==> src/hw/rtl/outlier_filtered_velocity_tracker_defines.svh <==
// ----------------------------------------------------------------------------
// outlier filtered velocity tracker assertion macros
// shared concurrent assertion forms, sampled on clk, gated by rst_n
// ----------------------------------------------------------------------------
`ifndef OUTLIER_FILTERED_VELOCITY_TRACKER_DEFINES_SVH
`define OUTLIER_FILTERED_VELOCITY_TRACKER_DEFINES_SVH

// same-cycle implication
`define OFVT_ASSERT(lbl, ante, cons, msg) \
  lbl: assert property (@(posedge clk) disable iff (!rst_n) (ante) |-> (cons)) \
    else $error(msg);

// next-cycle implication
`define OFVT_ASSERT_NEXT(lbl, ante, cons, msg) \
  lbl: assert property (@(posedge clk) disable iff (!rst_n) (ante) |=> (cons)) \
    else $error(msg);

`endif

==> src/hw/rtl/ofvt_pkg.sv <==
// ----------------------------------------------------------------------------
// ofvt_pkg
// types, widths and helpers of the outlier filtered velocity tracker
// ----------------------------------------------------------------------------
`timescale 1ns / 1ps
`default_nettype none

package ofvt_pkg;

  localparam int HISTORY_DEPTH = 15;
  localparam int IDX_W  = $clog2(HISTORY_DEPTH);
  localparam int CNT_W  = $clog2(HISTORY_DEPTH + 1);
  localparam int PASS_W = $clog2(HISTORY_DEPTH + 3);
  localparam int DIV_W  = 49;
  localparam int DVS_W  = 24;
  localparam int DCNT_W = $clog2(DIV_W + 1);
  localparam int SUM_W  = 33 + IDX_W;
  localparam int T_W    = 64 + IDX_W;
  localparam int MEAN_STEPS = (SUM_W + 2) / 4;
  localparam int MEAN_W     = 4 * MEAN_STEPS;
  localparam int MCNT_W     = $clog2(MEAN_STEPS);
  localparam logic [15:0] GAP_RESET = 16'd100;

  typedef enum logic [1:0] {
    CMD_START,
    CMD_SIGHT,
    CMD_PREDICT,
    CMD_ARM
  } ofvt_cmd_t;

  typedef enum logic [3:0] {
    ST_IDLE,
    ST_EXEC,
    ST_PRED,
    ST_SDIV,
    ST_SUM,
    ST_MDIV,
    ST_VAR,
    ST_TEST,
    ST_KDIV,
    ST_DONE
  } ofvt_state_t;

  typedef struct packed {
    logic signed [31:0] vx;
    logic signed [31:0] vy;
  } ring_entry_t;

  typedef struct packed {
    logic             clear;
    logic             wr_en;
    logic [IDX_W-1:0] wr_addr;
    ring_entry_t      wr_data;
    logic             rd_en;
    logic [IDX_W-1:0] rd_addr;
  } ring_req_t;

  typedef struct packed {
    logic             start;
    logic [DIV_W-1:0] dividend;
    logic [DVS_W-1:0] divisor;
  } div_req_t;

  function automatic logic [31:0] sat_sample(logic [DIV_W-1:0] q, logic neg);
    logic [31:0] nq;
    nq = -q[31:0];
    if (!neg) begin
      return (q > DIV_W'(32'h7FFF_FFFF)) ? 32'h7FFF_FFFF : q[31:0];
    end
    return (q > DIV_W'(32'h8000_0000)) ? 32'h8000_0000 : nq;
  endfunction

  function automatic logic [31:0] signed_quot(logic [DIV_W-1:0] q, logic neg);
    logic [31:0] nq;
    nq = -q[31:0];
    return neg ? nq : q[31:0];
  endfunction

  function automatic logic [31:0] sat32(logic signed [41:0] v);
    if (v[41:31] != {11{v[41]}}) begin
      return v[41] ? 32'h8000_0000 : 32'h7FFF_FFFF;
    end
    return v[31:0];
  endfunction

  function automatic logic [SUM_W-1:0] abs_sum(logic signed [SUM_W-1:0] v);
    logic [SUM_W-1:0] nv;
    nv = -v;
    return v[SUM_W-1] ? nv : v;
  endfunction

  // one 4-bit quotient digit of a division by the depth, returns {digit, rem}
  function automatic logic [7:0] depth_div_step(logic [3:0] rem, logic [3:0] nib);
    logic [7:0] t;
    logic [3:0] d;
    logic [7:0] r;
    t = {rem, nib};
    d = '0;
    for (int k = 1; k < 16; k++) begin
      if (t >= 8'(HISTORY_DEPTH * k)) begin
        d = 4'(k);
      end
    end
    r = t - 8'(HISTORY_DEPTH) * {4'b0, d};
    return {d, r[3:0]};
  endfunction

endpackage

`default_nettype wire

==> src/hw/rtl/ofvt_ring.sv <==
// ----------------------------------------------------------------------------
// ofvt_ring
// velocity sample ring, one write and one registered read port, per-entry
// valid bits so that cleared entries read as zero
// ----------------------------------------------------------------------------
`timescale 1ns / 1ps
`default_nettype none

module ofvt_ring
  import ofvt_pkg::*;
(
  input  wire logic  clk,
  input  wire logic  rst_n,
  input  ring_req_t  req,
  output ring_entry_t rd_data
);

  ring_entry_t              mem [HISTORY_DEPTH];
  logic [HISTORY_DEPTH-1:0] vld_r;
  ring_entry_t              rd_raw_r;
  logic                     rd_vld_r;

  always_ff @(posedge clk) begin
    if (req.wr_en) begin
      mem[req.wr_addr] <= req.wr_data;
    end
    if (req.rd_en) begin
      rd_raw_r <= mem[req.rd_addr];
    end
  end

  always_ff @(posedge clk) begin
    if (!rst_n || req.clear) begin
      vld_r    <= '0;
      rd_vld_r <= 1'b0;
    end else begin
      if (req.wr_en) begin
        vld_r[req.wr_addr] <= 1'b1;
      end
      if (req.rd_en) begin
        rd_vld_r <= vld_r[req.rd_addr];
      end
    end
  end

  assign rd_data = rd_vld_r ? rd_raw_r : '0;

endmodule

`default_nettype wire

==> config.mk <==
export PLATFORM = sky130hd
export DESIGN_NAME = ofvt_ring
export DESIGN_NICKNAME = d
export VERILOG_FILES = /design/src/hw/rtl/outlier_filtered_velocity_tracker_defines.svh /design/src/hw/rtl/ofvt_pkg.sv /design/src/hw/rtl/ofvt_ring.sv
export SDC_FILE = /design/constraint.sdc
export NUM_CORES = 1
export LEC_CHECK = 0
export ABC_CLOCK_PERIOD_IN_PS = 19200
export BUFFER_PORTS_ARGS = -buffer_cell sky130_fd_sc_hd__buf_2
export CORE_MARGIN = 2
export CORE_UTILIZATION = 45
export DETAILED_ROUTE_END_ITERATION = 10
export GPL_ROUTABILITY_DRIVEN = 0
export PLACE_DENSITY = 0.58
export SYNTH_ARGS = -nofsm -noshare
export SYNTH_HDL_FRONTEND = slang
export SYNTH_SLANG_ARGS = --single-unit
==> constraint.sdc <==
create_clock -name clk -period 19.2 [get_ports clk]
set_input_delay 3.84 -clock clk [delete_from_list [all_inputs] [get_ports clk]]
set_output_delay 3.84 -clock clk [all_outputs]
set_load 0.02 [all_outputs]
==> flow_summary.json <==
{
  "drc": 0,
  "p_leak_nw": 14.4,
  "path_max_fanout": 76,
  "dieWidth_um": 299,
  "htreeDepth": 3,
  "viasPerCell": 5.63,
  "syn_nets": 1773,
  "synth_xor_area_share_pct": 0,
  "worst_path_max_delay_cell": "buf_4",
  "timing.setup.tns_ns": 0,
  "post-cts-setup-buffers": 0,
  "grt_util_met1_pct": 27.2,
  "cts-buffers-inserted": 100,
  "skew_ns": 0.0193,
  "clockBufferDepth": 3,
  "die-area_um2": 89700,
  "syn_avg_cell_area_um2": 23.2,
  "synthMuxAreaShare_pct": 16.5,
  "ys_warn_count": 0,
  "cp.required_ns": 19.58,
  "routedWlPerCell_um": 27.7,
  "startpoint_type": "input port",
  "ir_worst_vdd_v": 0.0000786,
  "synth_top_family_by_area": "multiplexers",
  "fmax_ghz": 0.141,
  "maxCapViolations": 0,
  "cell_internal_pwr_mw": 3.75,
  "timing.hold.ws_ns": 0.467,
  "clkLatencyLatePin_ns": 0.65,
  "status": "completed",
  "yosys.area_share.simple_pct": 2.01,
  "core_um2": 86600,
  "ys_ff_latch": 1040,
  "path_clk_slew_ns": 0.06,
  "synth_compound_area_share_pct": 1.17,
  "rows": 108,
  "drive_gt1_share_pct": 30.8,
  "post-route-period-util_pct": 36.9,
  "grt-busiest-layer": "met2",
  "use_met2_pct": 32.3,
  "min_path_cells": 1,
  "reg2reg_depth": 2,
  "synth_cells": 1696,
  "critical_path.top_delay_family": "buffers and inverters",
  "drtPass1Iterations": 7,
  "worstHoldEndpoint": "vld_r[13]$_SDFFE_PP0P_",
  "hold_viol_final": 0,
  "io-pin-count": 141,
  "synth_cell_types": 26,
  "cts_tree": "yes",
  "die_h_um": 299,
  "drv_slew": 0,
  "arrival_ns": 7.46,
  "timing.hold.worst.class": "reg2reg",
  "seqPwrFrac_pct": 54.5,
  "worst_pin_slew_ns": 1.16,
  "power.switching_mw": 0.955,
  "grt_pass1_wl_mm": 126,
  "rsz0062_at_grt": "false",
  "reg2reg_to": "rd_raw_r[47]$_DFFE_PP_",
  "wirelength_mm": 86.4,
  "rrSetupSlack_ns": 17.56,
  "initial_core_util_pct": 45.4,
  "synth-adder-area-share_pct": 0,
  "grt_max_degree": 148,
  "cpPeakStageDelay_ns": 0.91,
  "hp-start": "vld_r[13]$_SDFFE_PP0P_",
  "cts_resized": 0,
  "yosysSeqAreaShare_pct": 79.1,
  "period_minus_slack_ns": 7.09,
  "slew_headroom_pct": 22.4,
  "track_usage_pct": 19.5,
  "cts.sinks": 1040,
  "synthesis.area_um2": 39300,
  "crit_chain": "buf_8 > buf_4 > buf_4 > mux4_2 > mux4_2",
  "grt_use_met3_pct": 3.20,
  "powerDensity_nw_per_um2": 106,
  "path_buf_inv": 3,
  "antenna_found_initial": 13,
  "p_comb_share_pct": 4.4,
  "timing.rr.start": "mem[10][47]$_DFFE_PP_",
  "critPathKind": "in2reg",
  "dp.final_hpwl_mm": 41.0,
  "grt_pass1_vias": 18600,
  "io_buffers": 140,
  "setup_viol": 0,
  "cts_hold_buf": 0,
  "detailroute.via_count": 17600,
  "drtAntennaViolNets": 0,
  "switching_share_pct": 20.3,
  "area_growth_pct": 13.5,
  "fin_nets": 1962,
  "overflow": 0,
  "dr.first_iter.drc_count": 1860,
  "root_buffer": "clkbuf_16",
  "endpoint_kind": "register",
  "pwr-share-clk_pct": 41.1
}
cells by family after synthesis:
logic type | after synthesis
buffers and inverters | 90
AO/OA/AOI/OAI | 83
multiplexers | 325
flip-flops | 1040
AND/OR/NAND/NOR | 158
cell usage after synthesis (all sizes together):
library cell | count | area share, %
mux2 | 2 | 0.057
edfxtp | 1024 | 78
nor2 | 12 | 0.11
mux4 | 258 | 15
o221ai | 1 | 0.022
inv | 1 | 0.0095
and2 | 64 | 1.0
dfxtp | 16 | 0.82
or4 | 1 | 0.019
o21ai | 65 | 0.83
nand3b | 3 | 0.057
o21a | 15 | 0.29
or3b | 1 | 0.022
o22ai | 1 | 0.016
nand3 | 2 | 0.025
nand2 | 67 | 0.64
nor2b | 1 | 0.016
buf | 44 | 0.80
nor3 | 4 | 0.051
clkbuf | 45 | 0.43
o211ai | 1 | 0.019
mux2i | 65 | 1.7
nand2b | 3 | 0.048
cell type report:
type	count	area, um^2
fillers	6697	42000
flip-flops and latches	1040	31100
multi-input cells	566	7840
clock buffers	121	2670
well taps	1155	1450
repair buffers	176	1010
clock inverters	63	563
inverters	1	3.75
diodes	1	2.50
power groups by stage:
stage               Sequential, mW  Combinational [mW]  Clock [mW]
finish                        2.57               0.208        1.93
global route                  2.57               0.225        2.07
CTS                           2.57               0.213        1.98
detailed placement            2.62               0.213           0
global placement              2.61               0.207           0
floorplan                     2.61               0.132           0
how the worst max path moves through the flow:
stage / startpoint / endpoint / slack, ns / depth (start not counted)
6_report: req[0] / rd_raw_r[57]$_DFFE_PP_ / 12.11 / 5
4_1_cts: req[0] / rd_raw_r[58]$_DFFE_PP_ / 11.98 / 5
3_3_place_gp: req[0] / rd_raw_r[57]$_DFFE_PP_ / 11.34 / 5
3_5_place_dp: req[0] / rd_raw_r[58]$_DFFE_PP_ / 11.30 / 5
5_1_grt: req[0] / rd_raw_r[0]$_DFFE_PP_ / 11.75 / 5
2_1_floorplan: req[70] / mem[0][0]$_DFFE_PP_ / 9.88 / 2
per-stage QoR:
stage	setup WS, ns	cell area [um^2]	util, %	power [mW]	cells
floorplan	9.88	39300	-	2.74	1696
global route	11.75	44600	51.5	4.86	3122
detailed placement	11.30	41400	47.8	2.83	2938
CTS	11.98	44600	51.5	4.76	3122
finish	12.11	44600	51.5	4.71	3123
global placement	11.34	41400	47.8	2.82	2938
sequential cells by signal (all words and copies together), names as in the netlist:
signal / count
mem: 960
rd_raw_r: 64
vld_r: 15
rd_vld_r: 1
metal layers:
layer,vias up,share of wire (%)
met3,87,5.3
met5,-,0.093
met4,12,1.5
met1,9549,43
met2,435,50
li1,7485,-
cells in the final DEF (no fill, tap or decap):
cell type,n
o221ai_1,1
clkbuf_8,5
o21a_1,15
nor3_2,4
clkinv_8,1
nor2b_1,1
buf_6,2
nor2_4,11
clkinv_2,25
buf_4,37
or4_1,1
clkinv_1,17
diode_2,1
or3b_2,1
mux4_2,258
clkbuf_16,102
inv_1,1
nor2_1,1
and2_1,64
buf_2,135
mux2i_1,65
nand2_1,67
mux2_2,2
bufinv_16,9
o22ai_1,1
clkinvlp_4,7
dfxtp_1,15
nand3b_1,3
o21ai_0,65
inv_6,4
o211ai_1,1
clkbuf_1,14
buf_8,2
dfxtp_2,1
nand2b_1,3
edfxtp_1,1024
nand3_1,2
Note: power is estimated with default switching activity, not from simulation.
