### config.mk
export PLATFORM = sky130hd
export DESIGN_NAME = ofvt_div
export DESIGN_NICKNAME = d
export VERILOG_FILES = /design/src/hw/rtl/outlier_filtered_velocity_tracker_defines.svh /design/src/hw/rtl/ofvt_pkg.sv /design/src/hw/rtl/ofvt_div.sv
export SDC_FILE = /design/constraint.sdc
export NUM_CORES = 1
export LEC_CHECK = 0
export BUFFER_PORTS_ARGS = -buffer_cell sky130_fd_sc_hd__buf_2
export CORE_ASPECT_RATIO = 1.1
export CORE_MARGIN = 2
export CORE_UTILIZATION = 41
export CTS_CLUSTER_DIAMETER = 80
export CTS_CLUSTER_SIZE = 10
export DETAILED_ROUTE_END_ITERATION = 16
export PLACE_DENSITY = 0.73
export SLEW_MARGIN = 30
export SYNTH_ARGS = -nofsm -noshare
export SYNTH_HDL_FRONTEND = slang
export SYNTH_SLANG_ARGS = --single-unit
### constraint.sdc
create_clock -name clk -period 3.7 [get_ports clk]
set_input_delay 0.74 -clock clk [delete_from_list [all_inputs] [get_ports clk]]
set_output_delay 0.74 -clock clk [all_outputs]
set_load 0.01 [all_outputs]
### src/hw/rtl/outlier_filtered_velocity_tracker_defines.svh
// ----------------------------------------------------------------------------
// outlier filtered velocity tracker assertion macros
// shared concurrent assertion forms, sampled on clk, gated by rst_n
// ----------------------------------------------------------------------------
`ifndef OUTLIER_FILTERED_VELOCITY_TRACKER_DEFINES_SVH
`define OUTLIER_FILTERED_VELOCITY_TRACKER_DEFINES_SVH

// same-cycle implication
`define OFVT_ASSERT(lbl, ante, cons, msg) \
  lbl: assert property (@(posedge clk) disable iff (!rst_n) (ante) |-> (cons)) \
    else $error(msg);

// next-cycle implication
`define OFVT_ASSERT_NEXT(lbl, ante, cons, msg) \
  lbl: assert property (@(posedge clk) disable iff (!rst_n) (ante) |=> (cons)) \
    else $error(msg);

`endif

### src/hw/rtl/ofvt_pkg.sv
// ----------------------------------------------------------------------------
// ofvt_pkg
// types, widths and helpers of the outlier filtered velocity tracker
// ----------------------------------------------------------------------------
`timescale 1ns / 1ps
`default_nettype none

package ofvt_pkg;

  localparam int HISTORY_DEPTH = 15;
  localparam int IDX_W  = $clog2(HISTORY_DEPTH);
  localparam int CNT_W  = $clog2(HISTORY_DEPTH + 1);
  localparam int PASS_W = $clog2(HISTORY_DEPTH + 3);
  localparam int DIV_W  = 49;
  localparam int DVS_W  = 24;
  localparam int DCNT_W = $clog2(DIV_W + 1);
  localparam int SUM_W  = 33 + IDX_W;
  localparam int T_W    = 64 + IDX_W;
  localparam int MEAN_STEPS = (SUM_W + 2) / 4;
  localparam int MEAN_W     = 4 * MEAN_STEPS;
  localparam int MCNT_W     = $clog2(MEAN_STEPS);
  localparam logic [15:0] GAP_RESET = 16'd100;

  typedef enum logic [1:0] {
    CMD_START,
    CMD_SIGHT,
    CMD_PREDICT,
    CMD_ARM
  } ofvt_cmd_t;

  typedef enum logic [3:0] {
    ST_IDLE,
    ST_EXEC,
    ST_PRED,
    ST_SDIV,
    ST_SUM,
    ST_MDIV,
    ST_VAR,
    ST_TEST,
    ST_KDIV,
    ST_DONE
  } ofvt_state_t;

  typedef struct packed {
    logic signed [31:0] vx;
    logic signed [31:0] vy;
  } ring_entry_t;

  typedef struct packed {
    logic             clear;
    logic             wr_en;
    logic [IDX_W-1:0] wr_addr;
    ring_entry_t      wr_data;
    logic             rd_en;
    logic [IDX_W-1:0] rd_addr;
  } ring_req_t;

  typedef struct packed {
    logic             start;
    logic [DIV_W-1:0] dividend;
    logic [DVS_W-1:0] divisor;
  } div_req_t;

  function automatic logic [31:0] sat_sample(logic [DIV_W-1:0] q, logic neg);
    logic [31:0] nq;
    nq = -q[31:0];
    if (!neg) begin
      return (q > DIV_W'(32'h7FFF_FFFF)) ? 32'h7FFF_FFFF : q[31:0];
    end
    return (q > DIV_W'(32'h8000_0000)) ? 32'h8000_0000 : nq;
  endfunction

  function automatic logic [31:0] signed_quot(logic [DIV_W-1:0] q, logic neg);
    logic [31:0] nq;
    nq = -q[31:0];
    return neg ? nq : q[31:0];
  endfunction

  function automatic logic [31:0] sat32(logic signed [41:0] v);
    if (v[41:31] != {11{v[41]}}) begin
      return v[41] ? 32'h8000_0000 : 32'h7FFF_FFFF;
    end
    return v[31:0];
  endfunction

  function automatic logic [SUM_W-1:0] abs_sum(logic signed [SUM_W-1:0] v);
    logic [SUM_W-1:0] nv;
    nv = -v;
    return v[SUM_W-1] ? nv : v;
  endfunction

  // one 4-bit quotient digit of a division by the depth, returns {digit, rem}
  function automatic logic [7:0] depth_div_step(logic [3:0] rem, logic [3:0] nib);
    logic [7:0] t;
    logic [3:0] d;
    logic [7:0] r;
    t = {rem, nib};
    d = '0;
    for (int k = 1; k < 16; k++) begin
      if (t >= 8'(HISTORY_DEPTH * k)) begin
        d = 4'(k);
      end
    end
    r = t - 8'(HISTORY_DEPTH) * {4'b0, d};
    return {d, r[3:0]};
  endfunction

endpackage

`default_nettype wire

### src/hw/rtl/ofvt_div.sv
// ----------------------------------------------------------------------------
// ofvt_div
// unsigned restoring divider, one quotient bit per cycle
// ----------------------------------------------------------------------------
`timescale 1ns / 1ps
`default_nettype none

module ofvt_div
  import ofvt_pkg::*;
(
  input  wire logic        clk,
  input  wire logic        rst_n,
  input  div_req_t         req,
  output logic             done,
  output logic [DIV_W-1:0] quot
);

  logic              busy_r;
  logic              done_r;
  logic [DCNT_W-1:0] cnt_r;
  logic [DIV_W-1:0]  q_r;
  logic [DVS_W-1:0]  rem_r;
  logic [DVS_W-1:0]  dvs_r;
  logic [DVS_W:0]    rem_sh;
  logic [DVS_W:0]    rem_new;
  logic              ge;

  always_comb begin
    rem_sh  = {rem_r, q_r[DIV_W-1]};
    ge      = rem_sh >= {1'b0, dvs_r};
    rem_new = ge ? (rem_sh - {1'b0, dvs_r}) : rem_sh;
  end

  always_ff @(posedge clk) begin
    if (!rst_n) begin
      busy_r <= 1'b0;
      done_r <= 1'b0;
      cnt_r  <= '0;
    end else begin
      done_r <= 1'b0;
      if (req.start) begin
        busy_r <= 1'b1;
        cnt_r  <= '0;
      end else if (busy_r) begin
        cnt_r <= cnt_r + 1'b1;
        if (cnt_r == DCNT_W'(DIV_W - 1)) begin
          busy_r <= 1'b0;
          done_r <= 1'b1;
        end
      end
    end
  end

  always_ff @(posedge clk) begin
    if (req.start) begin
      q_r   <= req.dividend;
      rem_r <= '0;
      dvs_r <= req.divisor;
    end else if (busy_r) begin
      q_r   <= {q_r[DIV_W-2:0], ge};
      rem_r <= rem_new[DVS_W-1:0];
    end
  end

  assign done = done_r;
  assign quot = q_r;

endmodule

`default_nettype wire
==> flow_summary.toml, run 1 <==
[placement]
dp_hpwl_um = 9000
gp_congestion = 0.866
placed_cells = 784
place.port_buffers = 125
postPlaceCellArea_um2 = 6400

[sta]
drv_slew = 0
fin_hold_ws_ns = 0.499
rsz0062_at_grt = "false"
fmax_ghz = 0.335
period_share = 0.807
skew_ns = 0.0117
finalCriticalPeriod_ns = 2.99
hold_viol_final = 0
setup_viol_count_final = 0
setup_tns_ns = 0
slew_headroom = 0.568
tightest_slew_ns = 0.647

[clock_tree]
root_buffer = "clkbuf_16"
path_clk_slew_ns = 0.08
post_cts_buffers = 0
htreeDepth = 3
cts_buffer_depth = 2
clk_latency_ns = 0.36
cts_resized = 0
cts_tree = "yes"
cts.sinks = 105
cts-hold-fix-buffers = 0
cts_buffers = 9

[floorplan]
dieWidth_um = 115
die_h_um = 127
die-area_um2 = 14600
row_count = 44
ios = 126
core_um2 = 13300
start_util = 0.422

[layout]
layout-drive-gt1-share = 0.341
fin_area_um2 = 6690
stdcell_count = 800
finalNetCount = 714
antennaDiodeCount = 0
syn_to_final_growth_pct = 19.5

[global_route]
grt_usage = 0.177
grt_first_pass_wirelength_um = 20600
antenna_found_initial = 1
grt_max_degree = 101
grt_overflow = 0
grt_pass1_vias = 4356

[drt]
viasPerCell = 5.21
avgRoutedWirePerCell_um = 15.7
vias = 4164
drt_iter0_markers = 214
antenna_left = 0
firstDrtPassIters = 5
drc_errors = 0
drt_wl_total_um = 12600

[setup_path]
cp-start-kind = "register"
path_class = "register to register"
cp.required_ns = 3.96
crit_fanout = 4
regToRegSetupSlack_ns = 0.71
cp.arrival_ns = 3.25
critPathCaptureType = "register"

[run]
cap_violations = 0

[synthesis]
synth_edf_count = 73
synth_top_area_frac = 0.392
synth_cell_types = 62
seq_area_frac_synth = 0.506
yosysWarnings = 0
syn_area_um2 = 5600
synthTopCellsByArea = "edfxtp_1 (39%), dfxtp_1 (11%), mux2_2 (9.9%), ha_1 (5.8%), a21oi_1 (3.2%)"
ys.flop_type = "edfxtp_1"
syn_nets = 593
ys_seq_elements = 105
syn_inst = 490
syn_avg_cell_area_um2 = 11.4
synthArstFlopShare = 0
synth.largest_area_cell = "edfxtp_1"

[power]
power_density_nw_per_um2 = 440
leakagePower_nw = 2.78
ir_drop_mv = 0.243

[worst_hold_path]
hp-class = "register to register"

[outcome]
status = "completed"
==> routing by layer <==
| metal | GRT usage | part of all wire | vias to the layer above |
|---|---|---|---|
| met2 | 0.287 | 0.48 | 158 |
| met1 | 0.219 | 0.43 | 1941 |
| li1 | - | - | 2045 |
| met5 | 0 | 0 | - |
| met3 | 0.0607 | 0.082 | 20 |
| met4 | 0.0652 | 0.017 | 0 |
==> through the flow <==
stage | power, W | setup slack, ns | util
after global placement | 0.00202 | 0.835 | 0.482
after floorplan | 0.00184 | 1.02 | -
final | 0.00295 | 0.715 | 0.504
after detailed placement | 0.00203 | 0.761 | 0.482
after global routing | 0.00308 | 0.525 | 0.504
after CTS | 0.00297 | 0.715 | 0.504
==> cell type report <==
cell class | count | area (um2)
fill | 1161 | 6580
sequential | 105 | 2830
timing repair buffer | 129 | 671
inverter | 36 | 135
clock inverter | 7 | 58.8
multi-input combinational | 330 | 2540
clock buffer | 9 | 225
tap | 184 | 230
==> registers in the layout (all words and copies together), names as in the netlist <==
register and cells:
dvs_r 24, quot 49, cnt_r 6, rem_r 24
busy_r 1, done 1
==> Yosys cell counts (5+ instances only) <==
library cell  number
nand2_1           31
ha_1              26
edfxtp_1          73
xor2_1             9
nor2_1            35
clkbuf_1          13
a21oi_1           36
a21o_1             8
nand3_1           10
nor2b_1            5
mux2_2            49
dfxtp_1           32
o21ai_0           10
a211oi_1          19
inv_1             35
xnor2_1           12
o21a_1             6
mux2i_1           13
==> cells by family after synthesis <==
kind of cell,after synthesis,share of synthesized area
AO/OA/AOI/OAI,109,0.139
XOR/XNOR,21,0.0328
adder cells (fa/ha/maj),27,0.0617
buffers and inverters,55,0.0418
flip-flops,105,0.506
multiplexers,62,0.122
AND/OR/NAND/NOR,111,0.0972
==> worst paths after layout <==
check,from,endpoint,cells after the start
worst min-delay path,cnt_r[5],cnt_r[5],2
worst min register to register,cnt_r[5],cnt_r[5],2
worst max-delay path,quot[48],rem_r[18],11
worst max register to register,quot[48],rem_r[18],11
==> worst max-delay path: stages (launching register included) <==
cell	delay [ns]
edfxtp_1	0.41
inv_1	0.06
ha_1	0.23
fa_1	0.42
nor2b_1	0.21
o31ai_2	0.14
a2111oi_2	0.35
or2_2	0.23
a31oi_4	0.12
o21a_1	0.20
or3_1	0.32
a311oi_2	0.22
==> layout by cell type (no fill, tap or decap), drive strengths merged, types with 5 or more instances in the layout <==
cell	count
edfxtp	73
mux2i	13
ha	26
buf	129
nor2	35
nand2	32
a21o	8
a211oi	20
nand3	10
dfxtp	32
o21ai	11
xor2	9
xnor2	12
a21oi	37
inv	39
nor2b	5
mux2	49
o21a	6
clkbuf	9
==> power breakdown <==
part           leakage [nW]  switching (W)  internal, W
registers             0.990      0.0000553      0.00137
logic                  1.65       0.000319     0.000263
clock network         0.139       0.000467     0.000469
Power figures use the tool's default switching activity.
==> run 2, diff against run 1 <==
Settings changed: ABC_AREA set to 1, PLACE_DENSITY 0.73 to 0.72.
Clock period 3.7 ns to 3.05 ns, I/O delays scaled along.
==> flow_summary.toml, run 2 <==
[outcome]
status = "completed"

[clock_tree]
cts_buffer_depth = 2
path_clk_slew_ns = 0.07
cts_buffers = 9
cts-hold-fix-buffers = 0
clk_latency_ns = 0.36
htreeDepth = 3
root_buffer = "clkbuf_16"
cts_tree = "yes"
post_cts_buffers = 0
cts_resized = 0
cts.sinks = 105

[floorplan]
row_count = 47
ios = 126
die-area_um2 = 16200
start_util = 0.416
die_h_um = 133
core_um2 = 15000
dieWidth_um = 122

[global_route]
grt_overflow = 0
grt_max_degree = 75
grtUsageMet2 = 0.335
grt_busiest_layer = "met2"
grt_usage = 0.201
antenna_found_initial = 0
grt_pass1_vias = 5477
grt_first_pass_wirelength_um = 25800
grtUsageMet1 = 0.251
grt.met3_usage = 0.0544

[layout]
mostFrequentLayoutCells = "nand2_1 (356), inv_1 (136), buf_2 (125)"
final_common_cell = "nand2_1"
fillers = 1555
syn_to_final_growth_pct = 17.8
largest_register_ffs = 49
antennaDiodeCount = 0
seq_area_um2 = 2830
finalNetCount = 1064
layout-drive-gt1-share = 0.176
stdcell_count = 1162
multi_input_area_um2 = 2760

[synthesis]
synth_cell_types = 39
synth.largest_area_cell = "edfxtp_1"
yosysWarnings = 0
synth_most_common_cell = "nand2_1"
synthArstFlopShare = 0
synth_common_cells = "nand2_1 (356), inv_1 (137), edfxtp_1 (73)"
seq_area_frac_synth = 0.454
synth_edf_count = 73
ys.flop_type = "edfxtp_1"
syn_inst = 840
synth_top_area_frac = 0.351
syn_area_um2 = 6240
ys_seq_elements = 105
synthTopCellsByArea = "edfxtp_1 (35%), nand2_1 (21%), dfxtp_1 (10%), inv_1 (8.2%), ha_1 (5.2%)"
syn_nets = 943
syn_avg_cell_area_um2 = 7.43

[worst_hold_path]
min_to = "dvs_r[11]"
hp-class = "input pin to register"
min_from = "req[11]"
hold_depth = 1

[sta]
fmax_ghz = 0.409
period_share = 0.802
tightest_slew_ns = 0.834
drv_slew = 0
hold_viol_final = 0
finalCriticalPeriod_ns = 2.45
setup_tns_ns = 0
skew_ns = 0.0137
setup_viol_count_final = 0
rsz0062_at_grt = "false"
slew_headroom = 0.444

[placement]
dp_hpwl_um = 11400
place.port_buffers = 125
placed_cells = 1146
gp_congestion = 0.925

[setup_path]
critPathCaptureType = "register"
cp.required_ns = 3.28
reg2reg_depth = 10
r2r_end = "rem_r[7]"
path_class = "register to register"
r2r_start = "dvs_r[22]"
crit_fanout = 26
regToRegSetupSlack_ns = 0.60
cp.arrival_ns = 2.67
cp-start-kind = "register"

[drt]
viasPerCell = 4.77
drt_wl_total_um = 15300
antenna_left = 0
drc_errors = 0
avgRoutedWirePerCell_um = 13.2
drt_iter0_markers = 303
firstDrtPassIters = 4
vias = 5543

[run]
cap_violations = 0

[power]
power_density_nw_per_um2 = 454
ir_drop_mv = 0.312
leakagePower_nw = 3.91
[run 2: cell types whose count changed in the layout (fill, tap and decap cells not counted), sizes merged, moves of 19 or more]
| cell | previous run | this run |
|---|---|---|
| a211oi | 20 | 1 |
| nand2 | 32 | 362 |
| inv | 39 | 142 |
| nand3 | 10 | 71 |
| a21oi | 37 | 17 |
| mux2 | 49 | 0 |
[run 2: report_power, final]
part	switching [W]	internal, W	total [W]
Combinational	0.000285	0.000173	0.000458
Sequential	0.0000515	0.00164	0.00169
Clock	0.000538	0.000644	0.00118
[run 2: logic make-up after synthesis]
| group | share of synthesized area |
|---|---|
| DFF | 0.454 |
| xor gates and xnor gates | 0.0126 |
| AOI/OAI and AO/OA | 0.0329 |
| buffers and inverters | 0.105 |
| and+or+nand+nor | 0.341 |
| adders and majority gates | 0.0553 |
[run 2: how the worst max path moves through the flow]
stage	start	to	slack (ns)
2_1_floorplan	req[73]	quot[0]	0.06
3_3_place_gp	dvs_r[21]	rem_r[2]	0.67
3_5_place_dp	dvs_r[22]	rem_r[9]	0.64
4_1_cts	dvs_r[21]	rem_r[3]	0.61
5_1_grt	dvs_r[21]	rem_r[12]	0.36
6_report	dvs_r[22]	rem_r[7]	0.60
[run 2: metal layers]
layer / vias up / routed length [um] / part of all wire
li1: 2866 / - / -
met1: 2479 / 6630 / 0.43
met2: 182 / 7370 / 0.48
met3: 16 / 1100 / 0.072
met4: 0 / 238 / 0.016
met5: - / 0 / 0
[run 2: layout make-up]
cell class | count | share of cell area
inverters | 141 | 0.0720
well taps | 196 | 0.0334
multi-input cells | 572 | 0.375
clock buffers | 10 | 0.0312
repair buffers | 132 | 0.0940
flip-flops and latches | 105 | 0.385
clock inverters | 6 | 0.00919
[run 2: critical path: stages, from the launching register on]
cell,delay [ns]
edfxtp_1,0.32
inv_1,0.04
ha_1,0.35
nand2_1,0.12
nor3_1,0.23
nand2_1,0.17
nand3b_4,0.41
nand2_4,0.41
nand2_1,0.10
nand3_1,0.09
o21ai_1,0.07
[run 2: through the flow]
stage	hold slack (ns)	worst slack (ns)	total power, W	instance area [um2]	util
2_1_floorplan	0.444	0.0570	0.00198	6240	-
3_3_place_gp	0.460	0.670	0.00218	7050	0.470
3_5_place_dp	0.464	0.638	0.00218	7050	0.470
4_1_cts	0.417	0.606	0.00337	7350	0.490
5_1_grt	0.420	0.358	0.00350	7350	0.490
6_report	0.431	0.605	0.00333	7350	0.490
